<file path="config.mk">
export PLATFORM = sky130hd
export DESIGN_NAME = ezr_cordic_cell
export DESIGN_NICKNAME = d
export VERILOG_FILES = /design/src/ezr_pkg.sv /design/src/ezr_cordic_cell.sv
export SDC_FILE = /design/constraint.sdc
export NUM_CORES = 1
export LEC_CHECK = 0
export BUFFER_PORTS_ARGS = -buffer_cell sky130_fd_sc_hd__buf_4
export CAP_MARGIN = 0
export CORE_MARGIN = 1.5
export CORE_UTILIZATION = 35
export CTS_CLUSTER_DIAMETER = 50
export DETAILED_ROUTE_END_ITERATION = 16
export MAX_ROUTING_LAYER = met4
export PLACE_DENSITY = 0.58
export SKIP_CTS_REPAIR_TIMING = 1
export SYNTH_ARGS = -nofsm -noshare
export SYNTH_HDL_FRONTEND = slang
export SYNTH_SLANG_ARGS = --single-unit
</file>
<file path="constraint.sdc">
create_clock -name i_clk -period 4.95 [get_ports i_clk]
set_input_delay 0.99 -clock i_clk [delete_from_list [all_inputs] [get_ports i_clk]]
set_output_delay 0.99 -clock i_clk [all_outputs]
set_load 0.03 [all_outputs]
</file>
<file path="src/ezr_pkg.sv">
// Shared types, widths and arithmetic helpers for the Euler zyx rotation matrix unit.
// Depends on nothing; every other source file imports it.
package ezr_pkg;

    localparam int ANGLE_BITS    = 16;
    localparam int OUT_FRAC_BITS = 14;
    localparam int OUT_WIDTH     = OUT_FRAC_BITS + 2;
    localparam int CORDIC_STEPS  = 30;
    localparam int ANG_SHIFT     = 32 - ANGLE_BITS;
    localparam int XW            = 33;   // Q2.30 sine and cosine
    localparam int ZW            = 34;   // residual angle, full turn is 2^32
    localparam int SW            = 35;   // sum of two Q30 products
    localparam logic signed [XW-1:0] CORDIC_GAIN = XW'(652032874);

    typedef struct packed {
        logic signed [ANGLE_BITS-1:0] roll;
        logic signed [ANGLE_BITS-1:0] pitch;
        logic signed [ANGLE_BITS-1:0] yaw;
    } t_angles;

    typedef struct packed {
        logic signed [OUT_WIDTH-1:0] r00;
        logic signed [OUT_WIDTH-1:0] r01;
        logic signed [OUT_WIDTH-1:0] r02;
        logic signed [OUT_WIDTH-1:0] r10;
        logic signed [OUT_WIDTH-1:0] r11;
        logic signed [OUT_WIDTH-1:0] r12;
        logic signed [OUT_WIDTH-1:0] r20;
        logic signed [OUT_WIDTH-1:0] r21;
        logic signed [OUT_WIDTH-1:0] r22;
    } t_matrix;

    typedef struct packed {
        logic signed [XW-1:0] x;
        logic signed [XW-1:0] y;
        logic signed [ZW-1:0] z;
        logic [1:0]           q;
    } t_lane;

    // One CORDIC slot: lane 0 roll, lane 1 pitch, lane 2 yaw.
    typedef struct packed {
        logic        vld;
        t_lane [2:0] lane;
    } t_cstage;

    function automatic logic [31:0] atan_turn(input int step);
        logic [31:0] v;
        case (step)
            0:  v = 32'h20000000;  1:  v = 32'h12E4051E;  2:  v = 32'h09FB385B;
            3:  v = 32'h051111D4;  4:  v = 32'h028B0D43;  5:  v = 32'h0145D7E1;
            6:  v = 32'h00A2F61E;  7:  v = 32'h00517C55;  8:  v = 32'h0028BE53;
            9:  v = 32'h00145F2F;  10: v = 32'h000A2F98;  11: v = 32'h000517CC;
            12: v = 32'h00028BE6;  13: v = 32'h000145F3;  14: v = 32'h0000A2F9;
            15: v = 32'h0000517D;  16: v = 32'h000028BE;  17: v = 32'h0000145F;
            18: v = 32'h00000A30;  19: v = 32'h00000518;  20: v = 32'h0000028C;
            21: v = 32'h00000146;  22: v = 32'h000000A3;  23: v = 32'h00000051;
            24: v = 32'h00000029;  25: v = 32'h00000014;  26: v = 32'h0000000A;
            27: v = 32'h00000005;  28: v = 32'h00000003;  29: v = 32'h00000001;
            default: v = 32'h00000000;
        endcase
        return v;
    endfunction

    // Q30 times Q30, rounded half up back to Q30.
    function automatic logic signed [XW-1:0] mul_q30(input logic signed [XW-1:0] a,
                                                     input logic signed [XW-1:0] b);
        logic signed [2*XW-1:0] p;
        p = a * b;
        p = p + (2*XW)'(64'sd1 <<< 29);
        return XW'(p >>> 30);
    endfunction

    // Q30 to the output format, rounded half up and clamped to plus or minus one.
    function automatic logic signed [OUT_WIDTH-1:0] to_output(input logic signed [SW-1:0] v);
        logic signed [SW-1:0] r;
        logic signed [SW-1:0] lim;
        r   = (v + SW'(64'sd1 <<< (29 - OUT_FRAC_BITS))) >>> (30 - OUT_FRAC_BITS);
        lim = SW'(64'sd1 <<< OUT_FRAC_BITS);
        if (r > lim) begin
            r = lim;
        end else if (r < -lim) begin
            r = -lim;
        end
        return OUT_WIDTH'(r);
    endfunction

endpackage

</file>
<file path="src/ezr_cordic_cell.sv">
// One rotation-mode CORDIC micro-rotation for all three angles, registered.
// Depends on ezr_pkg for the slot type and the arctangent table.
module ezr_cordic_cell
    import ezr_pkg::*;
#(
    parameter int STEP = 0
) (
    input  logic    i_clk,
    input  logic    i_rst_n,
    input  logic    i_en,
    input  t_cstage i_slot,
    output t_cstage o_slot
);

    localparam logic signed [ZW-1:0] ATAN = ZW'(atan_turn(STEP));

    t_cstage r_slot;
    t_cstage n_slot;

    always_comb begin
        n_slot = i_slot;
        for (int k = 0; k < 3; k++) begin
            if (!i_slot.lane[k].z[ZW-1]) begin
                n_slot.lane[k].x = i_slot.lane[k].x - (i_slot.lane[k].y >>> STEP);
                n_slot.lane[k].y = i_slot.lane[k].y + (i_slot.lane[k].x >>> STEP);
                n_slot.lane[k].z = i_slot.lane[k].z - ATAN;
            end else begin
                n_slot.lane[k].x = i_slot.lane[k].x + (i_slot.lane[k].y >>> STEP);
                n_slot.lane[k].y = i_slot.lane[k].y - (i_slot.lane[k].x >>> STEP);
                n_slot.lane[k].z = i_slot.lane[k].z + ATAN;
            end
        end
    end

    always_ff @(posedge i_clk) begin
        if (!i_rst_n) begin
            r_slot.vld <= 1'b0;
        end else if (i_en) begin
            r_slot.vld <= i_slot.vld;
        end
        if (i_en) begin
            r_slot.lane <= n_slot.lane;
        end
    end

    assign o_slot = r_slot;

endmodule

</file>
==> flow_summary.ini <==
[status]
status = finished, final reports clean

[flow_run]
cap_viol_max_count = 0

[finish]
ff_latch_area_um2 = 9120
stdcell_area_um2 = 33100
largest_register_ffs = 304
layout_cells_sized_above_1_pct = 22.5
multi_input_area_um2 = 14900
final-instance-count-excl-fill = 4415
flow.area_growth_from_synthesis_pct = 28.9
num-nets-final = 4024
n_fill_cell = 7204

[yosys]
netlist_area_um2 = 25700
dominant_cells_by_area_after_synthesis = sky130_fd_sc_hd__edfxtp_1 35%, sky130_fd_sc_hd__ha_1 14%, sky130_fd_sc_hd__a21oi_1 6.6%
post-synth-top-area-fraction_pct = 35.4
yosys_register_bits = 304
netlist-cell-type-count = 84
synthArstFlopShare_pct = 0
synth_enable_flop_cells = 303
mapped_cells = 2825
synthesis.nets = 3444
yosys_warnings = 0
postSynthAreaPerCell_um2 = 9.10
synth_top_cell_by_area = sky130_fd_sc_hd__edfxtp_1
synth_sequential_area_ratio_pct = 35.5
yosys_most_used_dff = sky130_fd_sc_hd__edfxtp_1

[clocking]
cts_max_level = 2
tritoncts_sinks = 304
cts_made_buffers = 53
worst_setup_hold_path_clk_slew_ps = 50
clock_tree.root_cell = sky130_fd_sc_hd__clkbuf_16
max-clock-path-buffers = 3
tritoncts = built
clk-insertion-delay-late_ps = 580

[placement]
gpl.final_weighted_congestion = 0.964
placed_cell_area_um2 = 31300
detailedPlace.worstSlack_ps = 411
numPlacedInstances = 4309
numPortBuffers = 616
dp_hpwl_um = 71800

[critical_path]
regToRegSetupSlack_ps = 4320
r2r-end = o_slot[306]
timing.critical_path.fanout_max = 5
cp_data_required_time_ps = 5250
worst_r2r_path_depth = 2
timing_worst_setup_path_type = in2reg
timing.critical_path.from_type = input pin
cp_endpoint_kind = register
cp.arrival_ps = 4320
worst_r2r_startpoint = o_slot[306]

[global_route]
grt_max_degree = 85
initial_antenna_violation_count = 7
first_pass_grt_wire_length_um = 133000
grt_util_all_layers_pct = 23.5
globalRoute.totalOverflow = 0
first_global_vias = 22473

[die]
die_h_um = 274
core_area_um2 = 72800
floorplan.initialDensity_pct = 35.3
fp-row-count = 99
ioPinCount = 617
floorplan.die_area_um2 = 75100
die-width_um = 274

[timing]
achievable-frequency_mhz = 249
drv_slew = 0
maxSlewHeadroom_pct = 36.8
fin_crit_ps = 4020
timing_worst_slew_pin_value_ps = 941
setup_viol_count_final = 0
finalHoldViolCount = 0
min_setup_slack_post_route_ps = 935
clock-skew-final_ps = 0
grt_setup_unrepaired = no
final.setup.tns_ps = 0
final.period_utilization_pct = 81.1

[detailed_routing]
antenna_violating_nets_post_route = 0
dr.pass1.iters = 6
drc = 0
routed_wirelength_um = 89900
wire_per_inst_um = 20.4
viasPerCell = 5.32
num_vias = 23486
drt_iter0_drc = 1938

[power]
p_total_mw = 11.1
power_density_nw_per_um2 = 335
max-vdd-ir-drop_uv = 234
power_leakage_nw = 14.7

[worst_hold_path]
min_path_type = reg2reg
hp-start = o_slot[306]
number_of_cells_traversed_by_the_worst_hold_path = 2
min_to = o_slot[306]
## how the worst max path moves through the flow
stage	end	startpoint	cells after the start	slack (ps)
after floorplan	o_slot[66]	i_slot[36]	13	1180
after global placement	o_slot[305]	i_slot[240]	13	420
after detailed placement	o_slot[305]	i_slot[240]	13	410
after CTS	o_slot[305]	i_slot[240]	13	1000
after global routing	o_slot[268]	i_slot[240]	13	690
final	o_slot[305]	i_slot[240]	13	930
## synthesized netlist by cell type (all sizes together), types with 9 or more instances
cell	instances
nand3b	10
a31oi	24
nor3	54
a21o	63
xnor2	169
a221oi	16
or4	9
o21ai	168
inv	290
nand2b	27
nor2b	32
clkbuf	72
xor2	26
o31ai	30
buf	52
or3	11
o21a	31
nor2	233
ha	297
a211oi	24
a21oi	341
nand2	136
and2	12
nor4	19
edfxtp	303
a21boi	11
o21bai	57
o211ai	24
a2111oi	14
nand3	42
fa	12
and3	13
nand4	18
or2	13
a211o	13
mux2i	43
clkinv	12
## cells in the final DEF, fill, tap and decap left out, types with 54 or more instances in the layout
cell type                  netlist  layout
sky130_fd_sc_hd__buf_4           7     645
sky130_fd_sc_hd__a21oi_1       340     340
sky130_fd_sc_hd__edfxtp_1      303     303
sky130_fd_sc_hd__ha_1          297     297
sky130_fd_sc_hd__inv_1         287     287
sky130_fd_sc_hd__nor2_1        233     233
sky130_fd_sc_hd__xnor2_1       169     169
sky130_fd_sc_hd__o21ai_0       156     156
sky130_fd_sc_hd__nand2_1       136     136
sky130_fd_sc_hd__a21o_1         63      63
sky130_fd_sc_hd__o21bai_1       57      57
sky130_fd_sc_hd__nor3_1         54      54
## cells by family after synthesis
family          Yosys count  synth area share [%]
mux                      43                  1.67
flops                   304                  35.5
fa+ha+maj               309                  15.4
xor+xnor                195                  6.64
compound gates          906                  22.5
buf+inv                 426                  6.46
simple gates            642                  11.9
## per-stage QoR
| step | utilization [%] | hold slack, ps |
|---|---|---|
| 2_1_floorplan | - | 640 |
| 3_3_place_gp | 43.0 | 503 |
| 3_5_place_dp | 43.0 | 529 |
| 4_1_cts | 45.4 | 509 |
| 5_1_grt | 45.5 | 518 |
| 6_report | 45.5 | 542 |
## area by class of cell
cell class,instances,share of cell area (%)
clock inverter,43,1.43
timing repair buffer,649,14.8
tap,959,3.62
antenna,7,0.0529
sequential,304,27.5
multi-input combinational,2095,45.1
clock buffer,56,4.04
inverter,302,3.42
## metal layers
| metal | global-route usage, % | wire [µm] | vias up |
|---|---|---|---|
| met5 | - | 0 | - |
| li1 | - | - | 11306 |
| met3 | 4.10 | 6140 | 106 |
| met2 | 37.8 | 42300 | 857 |
| met1 | 30.6 | 39600 | 11217 |
| met4 | 5.52 | 1900 | 0 |
## power by group
part / switching, mW / internal (mW) / total [mW]
Clock: 1.41 / 2.32 / 3.73
Sequential: 0.134 / 3.32 / 3.45
Combinational: 2.47 / 1.44 / 3.91
Total: 4.02 / 7.08 / 11.1
## worst max-delay path, stage by stage
cell and delay (ps):
sky130_fd_sc_hd__buf_4 120, sky130_fd_sc_hd__ha_1 230, sky130_fd_sc_hd__fa_1 410, sky130_fd_sc_hd__nand2b_1 120
sky130_fd_sc_hd__a221oi_1 110, sky130_fd_sc_hd__or4_1 460, sky130_fd_sc_hd__a311oi_1 570, sky130_fd_sc_hd__o21ai_1 290
sky130_fd_sc_hd__a31oi_2 410, sky130_fd_sc_hd__o211ai_1 190, sky130_fd_sc_hd__nand3_1 130, sky130_fd_sc_hd__o21ai_0 120
sky130_fd_sc_hd__xnor2_1 170
No activity file was read; power rests on OpenSTA's default activity.
